--- config.mk ---
export PLATFORM = sky130hd
export DESIGN_NAME = command_line_tokenizer_flat
export DESIGN_NICKNAME = d
export VERILOG_FILES = /design/src/hdl/clt_pkg.sv /design/src/hdl/clt_line_if.sv /design/src/hdl/clt_token_if.sv /design/src/hdl/clt_step.sv /design/src/hdl/command_line_tokenizer.sv /design/src/flat_wrapper.sv
export VERILOG_INCLUDE_DIRS = /design/src /design/src/hdl
export SDC_FILE = /design/constraint.sdc
export NUM_CORES = 1
export LEC_CHECK = 0
export ABC_AREA = 1
export BUFFER_PORTS_ARGS = -buffer_cell sky130_fd_sc_hd__buf_2
export CORE_ASPECT_RATIO = 0.6
export CORE_MARGIN = 2
export CORE_UTILIZATION = 40
export CTS_CLUSTER_DIAMETER = 80
export DETAILED_ROUTE_END_ITERATION = 12
export GPL_ROUTABILITY_DRIVEN = 0
export PLACE_DENSITY = 0.7
export SYNTH_ARGS = -nofsm -noshare
export SYNTH_HDL_FRONTEND = slang
export SYNTH_SLANG_ARGS = --single-unit
export TNS_END_PERCENT = 50
--- constraint.sdc ---
create_clock -name clk -period 3.1 [get_ports clk]
set_clock_uncertainty 0.05 [all_clocks]
set_input_delay 0.31 -clock clk [delete_from_list [all_inputs] [get_ports clk]]
set_output_delay 0.31 -clock clk [all_outputs]
set_load 0.03 [all_outputs]
--- src/hdl/command_line_tokenizer_macros.svh ---
// Assertion macros used by the command line tokenizer RTL.
`ifndef COMMAND_LINE_TOKENIZER_MACROS_SVH
`define COMMAND_LINE_TOKENIZER_MACROS_SVH

`ifndef SYNTHESIS

// Check that a condition holds at every clock edge out of reset.
`define CLT_ASSERT_ALWAYS(label, clock, reset_n, cond) \
    label: assert property (@(posedge clock) disable iff (!reset_n) (cond)) \
        else $error("command_line_tokenizer: invariant violated");

// Check that a trigger is followed by a consequence in the next cycle.
`define CLT_ASSERT_NEXT(label, clock, reset_n, trig, cons) \
    label: assert property (@(posedge clock) disable iff (!reset_n) (trig) |=> (cons)) \
        else $error("command_line_tokenizer: sequence violated");

`else

`define CLT_ASSERT_ALWAYS(label, clock, reset_n, cond)
`define CLT_ASSERT_NEXT(label, clock, reset_n, trig, cons)

`endif

`endif

--- src/hdl/clt_pkg.sv ---
// Shared types, byte codes and classifiers for the command line tokenizer.
package clt_pkg;

    localparam int COUNT_LIMIT = 255;
    localparam int TOTAL_W     = $clog2(COUNT_LIMIT + 1);
    localparam int COUNT_W     = 8;
    localparam int WIDE_W      = (TOTAL_W > COUNT_W) ? TOTAL_W : COUNT_W;

    localparam logic [7:0] CH_NUL   = 8'h00;
    localparam logic [7:0] CH_LF    = 8'h0A;
    localparam logic [7:0] CH_CR    = 8'h0D;
    localparam logic [7:0] CH_SPACE = 8'h20;
    localparam logic [7:0] CH_DQUOTE = 8'h22;
    localparam logic [7:0] CH_HASH  = 8'h23;
    localparam logic [7:0] CH_LPAR  = 8'h28;
    localparam logic [7:0] CH_RPAR  = 8'h29;
    localparam logic [7:0] CH_COMMA = 8'h2C;
    localparam logic [7:0] CH_COLON = 8'h3A;
    localparam logic [7:0] CH_SEMI  = 8'h3B;
    localparam logic [7:0] CH_EQUAL = 8'h3D;
    localparam logic [7:0] CH_LBRK  = 8'h5B;
    localparam logic [7:0] CH_BSLASH = 8'h5C;
    localparam logic [7:0] CH_RBRK  = 8'h5D;
    localparam logic [7:0] CH_LBRACE = 8'h7B;
    localparam logic [7:0] CH_RBRACE = 8'h7D;

    // Line state carried from one byte to the next.
    typedef struct packed {
        logic               in_quotes;
        logic               prev_bslash;
        logic               token_open;
        logic [TOTAL_W-1:0] token_total;
        logic               line_stopped;
    } line_state_t;

    // Result word for one byte.
    typedef struct packed {
        logic [7:0]         char_out;
        logic               char_valid;
        logic               token_end;
        logic               token_is_command;
        logic               token_discard;
        logic               line_done;
        logic               line_valid;
        logic [COUNT_W-1:0] value_count;
    } token_word_t;

    function automatic logic is_split(input logic [7:0] c);
        return (c == CH_SPACE) || (c == CH_COMMA) || (c == CH_COLON) ||
               (c == CH_LPAR) || (c == CH_RPAR) || (c == CH_LBRACE) ||
               (c == CH_RBRACE) || (c == CH_LBRK) || (c == CH_RBRK);
    endfunction

    function automatic logic is_end(input logic [7:0] c);
        return (c == CH_CR) || (c == CH_LF) || (c == CH_SEMI) || (c == CH_NUL);
    endfunction

endpackage

--- src/hdl/clt_line_if.sv ---
// Input channel: one raw byte of the command line per word.
interface clt_line_if;
    logic       valid;
    logic       ready;
    logic [7:0] char_in;
    logic       last_in;

    modport source (output valid, output char_in, output last_in, input ready);
    modport sink   (input valid, input char_in, input last_in, output ready);
endinterface

--- src/hdl/clt_token_if.sv ---
// Output channel: one result word per input byte.
interface clt_token_if;
    import clt_pkg::*;

    logic               valid;
    logic               ready;
    logic [7:0]         char_out;
    logic               char_valid;
    logic               token_end;
    logic               token_is_command;
    logic               token_discard;
    logic               line_done;
    logic               line_valid;
    logic [COUNT_W-1:0] value_count;

    modport source (output valid, output char_out, output char_valid, output token_end,
                    output token_is_command, output token_discard, output line_done,
                    output line_valid, output value_count, input ready);
    modport sink   (input valid, input char_out, input char_valid, input token_end,
                    input token_is_command, input token_discard, input line_done,
                    input line_valid, input value_count, output ready);
endinterface

--- src/hdl/clt_step.sv ---
// Per-byte tokenizer logic: next line state and the result word for one byte.
module clt_step (
    input  clt_pkg::line_state_t cur,
    input  logic [7:0]           char_in,
    input  logic                 last_in,
    output clt_pkg::line_state_t nxt,
    output clt_pkg::token_word_t word
);
    import clt_pkg::*;

    logic               quote;
    logic               q_next;
    logic               split;
    logic               ends;
    logic               printable;
    logic               is_eq;
    logic               breaks;
    logic               close_tok;
    line_state_t        st;
    logic [WIDE_W-1:0]  vc_wide;

    always_comb
    begin
        split     = is_split(char_in);
        ends      = is_end(char_in);
        quote     = (char_in == CH_DQUOTE) && !cur.prev_bslash;
        q_next    = cur.in_quotes ^ quote;
        printable = !char_in[7] && (char_in >= CH_SPACE);
        is_eq     = (char_in == CH_EQUAL);
        breaks    = !q_next && (split || ends || last_in ||
                    (cur.token_total == '0 && is_eq) ||
                    (cur.token_total == TOTAL_W'(1) && !cur.token_open && is_eq));

        st        = cur;
        word      = '0;
        close_tok = 1'b0;
        vc_wide   = '0;

        if (!cur.line_stopped)
        begin
            if (!cur.in_quotes && char_in == CH_HASH)
            begin
                // comment: close any open token, ignore the rest of the line
                close_tok       = cur.token_open;
                st.line_stopped = 1'b1;
            end
            else
            begin
                st.in_quotes   = q_next;
                st.prev_bslash = (char_in == CH_BSLASH);
                if (breaks)
                begin
                    if (last_in && !ends && !split && !quote && printable)
                    begin
                        word.char_out   = char_in;
                        word.char_valid = 1'b1;
                        st.token_open   = 1'b1;
                    end
                    close_tok = st.token_open;
                    if (ends)
                    begin
                        st.line_stopped = 1'b1;
                    end
                end
                else if (printable && !(cur.token_total == '0 && is_eq) && !quote &&
                         !(char_in == CH_BSLASH && !q_next))
                begin
                    word.char_out   = char_in;
                    word.char_valid = 1'b1;
                    st.token_open   = 1'b1;
                end
            end

            if (close_tok)
            begin
                word.token_end        = 1'b1;
                word.token_is_command = (cur.token_total == '0);
                if (cur.token_total < TOTAL_W'(COUNT_LIMIT))
                begin
                    st.token_total = cur.token_total + TOTAL_W'(1);
                end
                st.token_open = 1'b0;
            end
        end

        nxt = st;
        if (last_in)
        begin
            word.line_done     = 1'b1;
            word.token_discard = st.token_open;
            word.line_valid    = (st.token_total != '0);
            if (st.token_total != '0)
            begin
                vc_wide = WIDE_W'(st.token_total) - WIDE_W'(1);
                if (vc_wide > WIDE_W'(255))
                begin
                    word.value_count = '1;
                end
                else
                begin
                    word.value_count = vc_wide[COUNT_W-1:0];
                end
            end
            nxt = '0;
        end
    end

endmodule

--- src/hdl/command_line_tokenizer.sv ---
// Command line tokenizer: splits a byte stream into tokens with a line summary.
//
// Takes one command line byte per word on char_stream and gives exactly one result
// word per byte on token_stream. Throughput is one byte per cycle while token_stream
// is ready. The byte is held in an input register when it is accepted, the per-byte
// decode lands in the result register, and the result word is then offered on
// token_stream. The loop that sets the rate is the line state update (quote flag,
// open token, token count, stop flag), which closes in the decode between the two
// registers. Tokens split on space , : ( ) { } [ ]; CR, LF, ';' and NUL end the
// line; an unquoted '#' starts a comment. All line state returns to its reset value
// after the word for the byte flagged last. No clearing pass is needed after reset.
`include "command_line_tokenizer_macros.svh"

module command_line_tokenizer (
    input  logic  clk,
    input  logic  rst_n,
    clt_line_if.sink    char_stream,
    clt_token_if.source token_stream
);
    import clt_pkg::*;

    // input register
    logic        in_valid_reg;
    logic [7:0]  in_char_reg;
    logic        in_last_reg;

    // line state and result register
    line_state_t state_reg;
    line_state_t state_next;
    logic        out_valid_reg;
    token_word_t out_word_reg;
    token_word_t out_word_next;

    logic        advance;

    // Advance the input word into the result register when that slot is free or
    // its word is being taken this cycle.
    assign advance           = in_valid_reg && (!out_valid_reg || token_stream.ready);
    assign char_stream.ready = !in_valid_reg || advance;

    clt_step u_step (
        .cur     (state_reg),
        .char_in (in_char_reg),
        .last_in (in_last_reg),
        .nxt     (state_next),
        .word    (out_word_next)
    );

    always_ff @(posedge clk or negedge rst_n)
    begin
        if (!rst_n)
        begin
            in_valid_reg  <= 1'b0;
            out_valid_reg <= 1'b0;
            state_reg     <= '0;
        end
        else
        begin
            if (char_stream.ready)
            begin
                in_valid_reg <= char_stream.valid;
            end
            if (advance)
            begin
                out_valid_reg <= 1'b1;
                state_reg     <= state_next;
            end
            else if (token_stream.ready)
            begin
                out_valid_reg <= 1'b0;
            end
        end
    end

    // Payload: hold while stalled, no reset.
    always_ff @(posedge clk)
    begin
        if (char_stream.ready && char_stream.valid)
        begin
            in_char_reg <= char_stream.char_in;
            in_last_reg <= char_stream.last_in;
        end
        if (advance)
        begin
            out_word_reg <= out_word_next;
        end
    end

    assign token_stream.valid            = out_valid_reg;
    assign token_stream.char_out         = out_word_reg.char_out;
    assign token_stream.char_valid       = out_word_reg.char_valid;
    assign token_stream.token_end        = out_word_reg.token_end;
    assign token_stream.token_is_command = out_word_reg.token_is_command;
    assign token_stream.token_discard    = out_word_reg.token_discard;
    assign token_stream.line_done        = out_word_reg.line_done;
    assign token_stream.line_valid       = out_word_reg.line_valid;
    assign token_stream.value_count      = out_word_reg.value_count;

    // A waiting input byte is never lost while the result slot is blocked.
    `CLT_ASSERT_NEXT(a_in_hold, clk, rst_n, in_valid_reg && !advance, in_valid_reg)
    // The line state is back at reset after the last byte of a line is decoded.
    `CLT_ASSERT_NEXT(a_line_clear, clk, rst_n, advance && in_last_reg, state_reg == '0)
    // A token cannot both complete and be discarded on the same byte.
    `CLT_ASSERT_ALWAYS(a_end_xor_discard, clk, rst_n, !(out_valid_reg && out_word_reg.token_end && out_word_reg.token_discard))
    // Once stopped, a line keeps no token open until it is cleared.
    `CLT_ASSERT_ALWAYS(a_stop_closed, clk, rst_n, !(state_reg.line_stopped && state_reg.token_open))

endmodule
--- src/flat_wrapper.sv ---
// flat-port wrapper written by rule: the top's interface ports become plain ports
module command_line_tokenizer_flat import clt_pkg::*;
  (clk, rst_n, char_stream_valid, char_stream_char_in, char_stream_last_in, char_stream_ready, token_stream_valid, token_stream_char_out, token_stream_char_valid, token_stream_token_end, token_stream_token_is_command, token_stream_token_discard, token_stream_line_done, token_stream_line_valid, token_stream_value_count, token_stream_ready);
  clt_line_if char_stream_i ();
  clt_token_if token_stream_i ();
  input  logic clk;
  input  logic rst_n;
  input wire logic [$bits(char_stream_i.valid)-1:0] char_stream_valid;
  input wire logic [$bits(char_stream_i.char_in)-1:0] char_stream_char_in;
  input wire logic [$bits(char_stream_i.last_in)-1:0] char_stream_last_in;
  output wire logic [$bits(char_stream_i.ready)-1:0] char_stream_ready;
  output wire logic [$bits(token_stream_i.valid)-1:0] token_stream_valid;
  output wire logic [$bits(token_stream_i.char_out)-1:0] token_stream_char_out;
  output wire logic [$bits(token_stream_i.char_valid)-1:0] token_stream_char_valid;
  output wire logic [$bits(token_stream_i.token_end)-1:0] token_stream_token_end;
  output wire logic [$bits(token_stream_i.token_is_command)-1:0] token_stream_token_is_command;
  output wire logic [$bits(token_stream_i.token_discard)-1:0] token_stream_token_discard;
  output wire logic [$bits(token_stream_i.line_done)-1:0] token_stream_line_done;
  output wire logic [$bits(token_stream_i.line_valid)-1:0] token_stream_line_valid;
  output wire logic [$bits(token_stream_i.value_count)-1:0] token_stream_value_count;
  input wire logic [$bits(token_stream_i.ready)-1:0] token_stream_ready;
  assign char_stream_i.valid = char_stream_valid;
  assign char_stream_i.char_in = char_stream_char_in;
  assign char_stream_i.last_in = char_stream_last_in;
  assign char_stream_ready = char_stream_i.ready;
  assign token_stream_valid = token_stream_i.valid;
  assign token_stream_char_out = token_stream_i.char_out;
  assign token_stream_char_valid = token_stream_i.char_valid;
  assign token_stream_token_end = token_stream_i.token_end;
  assign token_stream_token_is_command = token_stream_i.token_is_command;
  assign token_stream_token_discard = token_stream_i.token_discard;
  assign token_stream_line_done = token_stream_i.line_done;
  assign token_stream_line_valid = token_stream_i.line_valid;
  assign token_stream_value_count = token_stream_i.value_count;
  assign token_stream_i.ready = token_stream_ready;
  command_line_tokenizer u_core (.clk(clk), .rst_n(rst_n), .char_stream(char_stream_i), .token_stream(token_stream_i));
endmodule
==> results of run 1 <==
[metal layers]
metal  wire, um  GRT usage (%)  up-vias  share of wire [%]
li1           -              -     1024                  -
met1       2780           26.1      919                 49
met2       2120           22.7      137                 38
met3        552           4.43       23                9.8
met4        170           6.67        0                3.0
met5          0              0        -                  0
[Yosys cell counts, drive strengths merged]
cell,count,area (um2)
conb,1,3.75
mux2i,1,10.0
clkbuf,2,7.51
a21o,1,7.51
dfrtp,14,350
inv,45,169
ha,4,50.1
nor2,42,180
or2,1,6.26
nand4,8,56.3
o2bb2ai,1,8.76
nor3,6,35.0
o21ai,7,38.8
nand3b,1,7.51
xor2,3,26.3
edfxtp,31,931
nand3,21,133
nand2,74,310
nor3b,1,7.51
a21oi,10,53.8
nor4,1,6.26
o22ai,10,62.6
[area by class of cell]
class                   instances  area (um2)
fillers                       553        3140
flip-flops and latches         45        1280
clock buffers                   6        82.6
well taps                      84         105
inverters                      45         169
multi-input cells             193        1020
repair buffers                 41         220
clock inverters                 2        8.76
[power groups by stage]
stage          registers (mW)  logic [mW]  clock network, mW
6_report                0.826       0.770              0.367
5_1_grt                 0.837       0.853              0.399
4_1_cts                 0.826       0.745              0.375
3_5_place_dp            0.838       0.742                  0
3_3_place_gp            0.835       0.726                  0
2_1_floorplan           0.970       0.424                  0
[how the worst max path moves through the flow]
stage,slack (ns),startpoint,depth (start not counted),end
after floorplan,0.50,u_core.in_char_reg[7]$_DFFE_PP_,17,u_core.token_stream.value_count[5]$_SDFFCE_PN0P_
after global placement,0.31,u_core.in_char_reg[7]$_DFFE_PP_,15,u_core.token_stream.value_count[0]$_SDFFCE_PN0P_
after detailed placement,0.16,u_core.in_char_reg[7]$_DFFE_PP_,17,u_core.token_stream.value_count[0]$_SDFFCE_PN0P_
after CTS,0.15,u_core.in_char_reg[7]$_DFFE_PP_,17,u_core.token_stream.value_count[0]$_SDFFCE_PN0P_
after global routing,-0.02,u_core.in_char_reg[7]$_DFFE_PP_,17,u_core.token_stream.value_count[3]$_SDFFCE_PN0P_
final,0.20,u_core.in_char_reg[1]$_DFFE_PP_,21,u_core.token_stream.value_count[0]$_SDFFCE_PN0P_
[placed cells by master (no fill, tap or decap)]
| cell | count |
|---|---|
| nand2_1 | 65 |
| inv_1 | 41 |
| buf_2 | 36 |
| nor2_1 | 35 |
| edfxtp_1 | 31 |
| nand3_1 | 17 |
| dfrtp_1 | 14 |
| o22ai_1 | 10 |
| a21oi_1 | 9 |
| nand4_1 | 7 |
| nor2_2 | 6 |
| nand2_2 | 6 |
| clkbuf_8 | 6 |
| o21ai_0 | 5 |
| inv_2 | 4 |
| nor3_1 | 4 |
| ha_1 | 4 |
| buf_4 | 4 |
| nand3_2 | 3 |
| nand2_4 | 3 |
| nor3_2 | 2 |
| xor2_1 | 2 |
| a21oi_2 | 1 |
| xor2_2 | 1 |
| nand4_2 | 1 |
| nand3_4 | 1 |
| o21ai_2 | 1 |
| mux2i_1 | 1 |
| nor4_1 | 1 |
| nor3b_1 | 1 |
| o2bb2ai_1 | 1 |
| a21o_1 | 1 |
| nor2_4 | 1 |
| o21ai_1 | 1 |
| nand3b_1 | 1 |
| or2_1 | 1 |
| clkinv_2 | 1 |
| clkinv_1 | 1 |
| dlygate4sd3_1 | 1 |
| conb_1 | 1 |
[worst max-delay path: stages (launching register included)]
cell and delay, ns:
edfxtp_1 0.48, inv_1 0.13, nor2_1 0.05, nand2_1 0.09, inv_1 0.05, nand2_1 0.06
nand2_1 0.06, nor2_2 0.13, nand3_1 0.13, nand2_1 0.11, nand3_2 0.10, nand2_4 0.12
nand3_4 0.09, inv_2 0.11, nand2_2 0.06, nand2_2 0.09, ha_1 0.18, nand3_2 0.11
nor2_1 0.15, nand2_1 0.11, nand2_4 0.12, a21oi_1 0.06
[what timing repair did]
| action | in CTS | in global routing |
|---|---|---|
| endpoints found under the hold margin | 14 | 0 |
| hold buffers | 1 | 0 |
| endpoints found under the setup margin | 0 | 9 |
| gates resized for setup | 0 | 4 |
| setup buffers | 0 | 2 |
[metrics by stage]
| stage | instance area (um2) | total power, mW | setup slack [ns] | cells | utilization, % |
|---|---|---|---|---|---|
| 2_1_floorplan | 2460 | 1.39 | 0.504 | 285 | - |
| 3_3_place_gp | 2750 | 1.56 | 0.314 | 405 | 45.7 |
| 3_5_place_dp | 2750 | 1.58 | 0.163 | 405 | 45.7 |
| 4_1_cts | 2860 | 1.95 | 0.151 | 414 | 47.4 |
| 5_1_grt | 2890 | 2.09 | -0.0245 | 416 | 47.9 |
| 6_report | 2890 | 1.96 | 0.205 | 416 | 47.9 |
[cells by family after synthesis]
group / count (synthesis)
AO/OA/AOI/OAI: 29
multiplexers: 1
XOR/XNOR: 3
AND/OR/NAND/NOR: 155
flip-flops: 45
adder cells (fa/ha/maj): 4
buffers and inverters: 47
other: 1
==> results.txt, run 1 <==
outcome: completed
GRT Residual Overflow: 0
Port Buf Inserts: 36
maximum clock frequency: 0.345 GHz
clk sinks: 45
row cnt: 22
Critical R2R Capture: u_core.token_stream.value_count[0]$_SDFFCE_PN0P_
synthesized area: 0.00246 mm2
htree depth: 2
compound-cell area share of the yosys netlist: 6.96%
Post-Synthesis Cells: 285
via count: 2,103
hold path startpoint: char_stream_char_in[3]
minimum clock period: 2.90 ns
Post-Synth Adder-Cell Area: 2.03%
mux share of post-synthesis cell area: 0.407%
Comb pwr share: 39.2%
first-pass iteration count of the detailed router: 7
Clock Tree Root: clkbuf_8
# diodes: 0
DR WL/cell: 13.5 um
Hold Crit Endpoint: u_core.in_char_reg[3]$_DFFE_PP_
Clock power frac: 18.7%
first-pass GRT wire length: 9180 um
Worst-Skew Late Latency: 0.30 ns
initial DRC count: 273
internal power: 1.19 mW
Synth Area in XOR/XNOR: 1.07%
HPWL after detailed placement: 4150 um
depth of the most critical reg-to-reg path: 21
Reg clk slew, reported paths: 0.08 ns
Remaining DRCs: 0
Critical Path RT: 3.09 ns
setup TNS: 0 ns
Worst R2R Start: u_core.in_char_reg[1]$_DFFE_PP_
CP arrival: 2.89 ns
Net Count, Synth: 302
post-route ant nets: 0
DRT Wirelength: 5620 um
Switch Pwr: 0.778 mW
core area: 0.00603 mm2
max FFs per register: 12
final count of pins violating max slew: 0
area grow syn2layout: 17.3%
hold_ws: 0.132 ns
CP endpoint kind: flip-flop
Unique masters post-synth: 34
DIE AREA: 0.00682 mm2
clk buf depth: 2
crit path max fanout: 9
switching share of power: 39.6%
via/cell ratio: 5.06
total of max-cap violations: 0
Global Route Usage Sum: 17.1%
Initial Utilization: 40.8%
yosys warns: 0
#FFs+latches synth: 45
# IOs: 37
vias in the first global route: 1,927
Worst Setup Start Kind: flip-flop
CTS tree: done
Hold Crit Class: input pin to flip-flop
Die Height: 64.8 um
nets@finish: 348
peak supply drop: 0.000226 V
CTS Buf Count: 5
r2r setup slk: 0.20 ns
cell area power density: 680 mW/mm2
initial antenna violation count: 0
critical path class: flip-flop to flip-flop
Setup Viol. Count Final: 0
sequential share of power: 42.1%
final period utilization: 93.4%
combinational family with the most area after synthesis: simple AND/OR/NAND/NOR gates
static leakage: 1.39 nW
Die X: 105 um
Hold Vio Cnt, Final: 0
synthesized area per cell: 8.64 um2
largest net degree at the start of global routing: 34
Cells on Worst Hold Path: 1
post-synthesis sequential area ratio: 52.1%
Post-Synth Simple-Gate Area: 30.1%
share of layout cells above drive strength 1: 23.2%
Note: power is estimated with default switching activity, not from simulation.
==> run 2, diff against run 1 <==
--- a/config.mk
+++ b/config.mk
@@ -10,11 +10,12 @@
 export BUFFER_PORTS_ARGS = -buffer_cell sky130_fd_sc_hd__buf_2
 export CORE_ASPECT_RATIO = 0.6
 export CORE_MARGIN = 2
-export CORE_UTILIZATION = 40
+export CORE_UTILIZATION = 48
 export CTS_CLUSTER_DIAMETER = 80
 export DETAILED_ROUTE_END_ITERATION = 12
 export GPL_ROUTABILITY_DRIVEN = 0
-export PLACE_DENSITY = 0.7
+export PLACE_DENSITY = 0.8
+export REMOVE_ABC_BUFFERS = 1
 export SYNTH_ARGS = -nofsm -noshare
 export SYNTH_HDL_FRONTEND = slang
 export SYNTH_SLANG_ARGS = --single-unit
==> run 2 against run 1 <==
- final cell count shrank 4.1%
- global-route usage grew 2.9 points
- clock-buffer cell count shrank 1
- sequential share of layout area grew 0.35 points
- via count grew 2.6%
- critical path type unchanged
- largest power group unchanged
==> results.txt, run 2 (synthesized netlist as in run 1, its figures left out) <==
outcome: completed
Port Buf Inserts: 36
DRT Wirelength: 5440 um
row cnt: 20
hold path startpoint: char_stream_char_in[6]
Die Height: 59.5 um
initial DRC count: 411
share of layout cells above drive strength 1: 23.1%
CTS Buf Count: 5
final std cells w/o fill: 399
sequential share of power: 42.4%
Reg clk slew, reported paths: 0.08 ns
via/cell ratio: 5.41
placed inst area: 0.00272 mm2
Clock power frac: 17.7%
critical path's largest stage delay: 0.45 ns
slowest stage cell, crit path: edfxtp_1
initial antenna violation count: 0
maximum clock frequency: 0.338 GHz
max FFs per register: 12
Cell Chain, Critical Path: nand2_1 > inv_1 > nand2_1 > nand2_1 > nand2_1 > nand2_1 > nor2_2 > nand3_1 > nand2_1 > nand3_2 > nand2_4 > nand3_4 > inv_2 > nand2_2 > nand2_2 > ha_1 > nand3_2 > nor2_1 > nand2_1 > nand2_4 > nor2_1
cell area power density: 680 mW/mm2
CP endpoint kind: flip-flop
Hold Crit Endpoint: u_core.in_char_reg[6]$_DFFE_PP_
Hold Vio Cnt, Final: 0
total of max-cap violations: 0
minimum clock period: 2.96 ns
r2r setup slk: 0.14 ns
# IOs: 37
area of the multi-input gates: 0.00102 mm2
Core Util, Final: 57.3%
# fillers: 436
final instance area: 0.00287 mm2
commonest non-fill, non-tap cell in the layout: nand2_1
GRT Residual Overflow: 0
Seq. cell area: 0.00128 mm2
vias in the first global route: 1,851
Remaining DRCs: 0
Worst Setup Start Kind: flip-flop
DR WL/cell: 13.6 um
clk buf depth: 2
via count: 2,158
dpl cells: 386
switching share of power: 40.4%
Initial Utilization: 49.2%
critical path class: flip-flop to flip-flop
final count of pins violating max slew: 0
HPWL after detailed placement: 4050 um
Worst-Skew Late Latency: 0.31 ns
Clock Tree Root: clkbuf_8
CTS tree: done
static leakage: 1.39 nW
largest net degree at the start of global routing: 34
# diodes: 0
post-route ant nets: 0
Critical R2R Capture: u_core.token_stream.value_count[5]$_SDFFCE_PN0P_
core area: 0.00500 mm2
peak supply drop: 0.000220 V
Die X: 96.4 um
internal power: 1.16 mW
Worst R2R Start: u_core.in_char_reg[2]$_DFFE_PP_
crit path max fanout: 9
depth of the most critical reg-to-reg path: 21
nets@finish: 349
Global Route Usage Sum: 20.0%
htree depth: 2
Cells on Worst Hold Path: 1
most frequent cells in the layout: nand2_1 (65), inv_1 (40), buf_2 (36), nor2_1 (35), edfxtp_1 (31)
Critical Path RT: 3.12 ns
Hold Crit Class: input pin to flip-flop
first-pass iteration count of the detailed router: 6
CP arrival: 2.98 ns
final period utilization: 95.5%
Setup Viol. Count Final: 0
Switch Pwr: 0.788 mW
DIE AREA: 0.00573 mm2
Comb pwr share: 39.9%
clk sinks: 45
area grow syn2layout: 16.4%
first-pass GRT wire length: 8560 um
most frequent CP cell: nand2_1
[run 2: cell count changes in the layout (fill, tap and decap cells not counted), sizes merged]
cell	change
buf	+1
clkinv	+1
clkbuf	-1
[run 2: what timing repair did]
item	CTS	global route
endpoints found under the hold margin	14	0
resized for setup	0	5
setup endpoints to repair	0	9
setup buffers	0	4
hold buffers	1	0
[run 2: worst max-delay path by stage]
| stage | startpoint | endpoint | cells after the start | slack (ns) |
|---|---|---|---|---|
| finish | u_core.in_char_reg[2]$_DFFE_PP_ | u_core.token_stream.value_count[5]$_SDFFCE_PN0P_ | 21 | 0.14 |
| global route | u_core.in_char_reg[1]$_DFFE_PP_ | u_core.token_stream.value_count[7]$_SDFFCE_PN0P_ | 21 | -0.01 |
| CTS | u_core.in_char_reg[7]$_DFFE_PP_ | u_core.token_stream.value_count[5]$_SDFFCE_PN0P_ | 17 | 0.05 |
| detailed placement | u_core.in_char_reg[7]$_DFFE_PP_ | u_core.token_stream.value_count[5]$_SDFFCE_PN0P_ | 17 | 0.09 |
| global placement | u_core.in_char_reg[7]$_DFFE_PP_ | u_core.token_stream.value_count[0]$_SDFFCE_PN0P_ | 17 | 0.27 |
| floorplan | u_core.in_char_reg[7]$_DFFE_PP_ | u_core.token_stream.value_count[5]$_SDFFCE_PN0P_ | 17 | 0.50 |
[run 2: through the flow]
stage	setup WS [ns]	total power [mW]	hold WS, ns	TNS, ns
after floorplan	0.504	1.39	-0.0356	0
after global placement	0.268	1.55	0.180	0
after detailed placement	0.0893	1.58	0.187	0
after CTS	0.0516	1.92	0.121	0
after global routing	-0.0118	2.06	0.116	-0.0581
final	0.139	1.95	0.125	0
[run 2: power by group through the flow]
stage               registers (mW)  clock network [mW]  logic, mW
floorplan                    0.971                   0      0.421
global placement             0.836                   0      0.717
detailed placement           0.839                   0      0.743
CTS                          0.825               0.351      0.748
global route                 0.836               0.374      0.851
finish                       0.827               0.345      0.777
[run 2: per-layer routing]
| metal | vias up | global-route usage (%) | wire [um] |
|---|---|---|---|
| met5 | - | 0 | 0 |
| met4 | 0 | 8.25 | 114 |
| met3 | 12 | 4.07 | 598 |
| met2 | 133 | 26.3 | 2160 |
| met1 | 975 | 31.7 | 2560 |
| li1 | 1038 | - | - |
[run 2: final cells by class]
class                   count  area share [%]
clock buffers               5            2.40
repair buffers             42            7.95
well taps                  66            2.88
clock inverters             3           0.437
inverters                  45            5.90
flip-flops and latches     45            44.7
multi-input cells         193            35.7
[run 2: worst max-delay path, delay by kind of cell (launching register included)]
kind | cells | cell delay, ns
AND/OR/NAND/NOR | 18 | 1.84
flip-flops | 1 | 0.45
adder cells (fa/ha/maj) | 1 | 0.19
buffers and inverters | 2 | 0.18
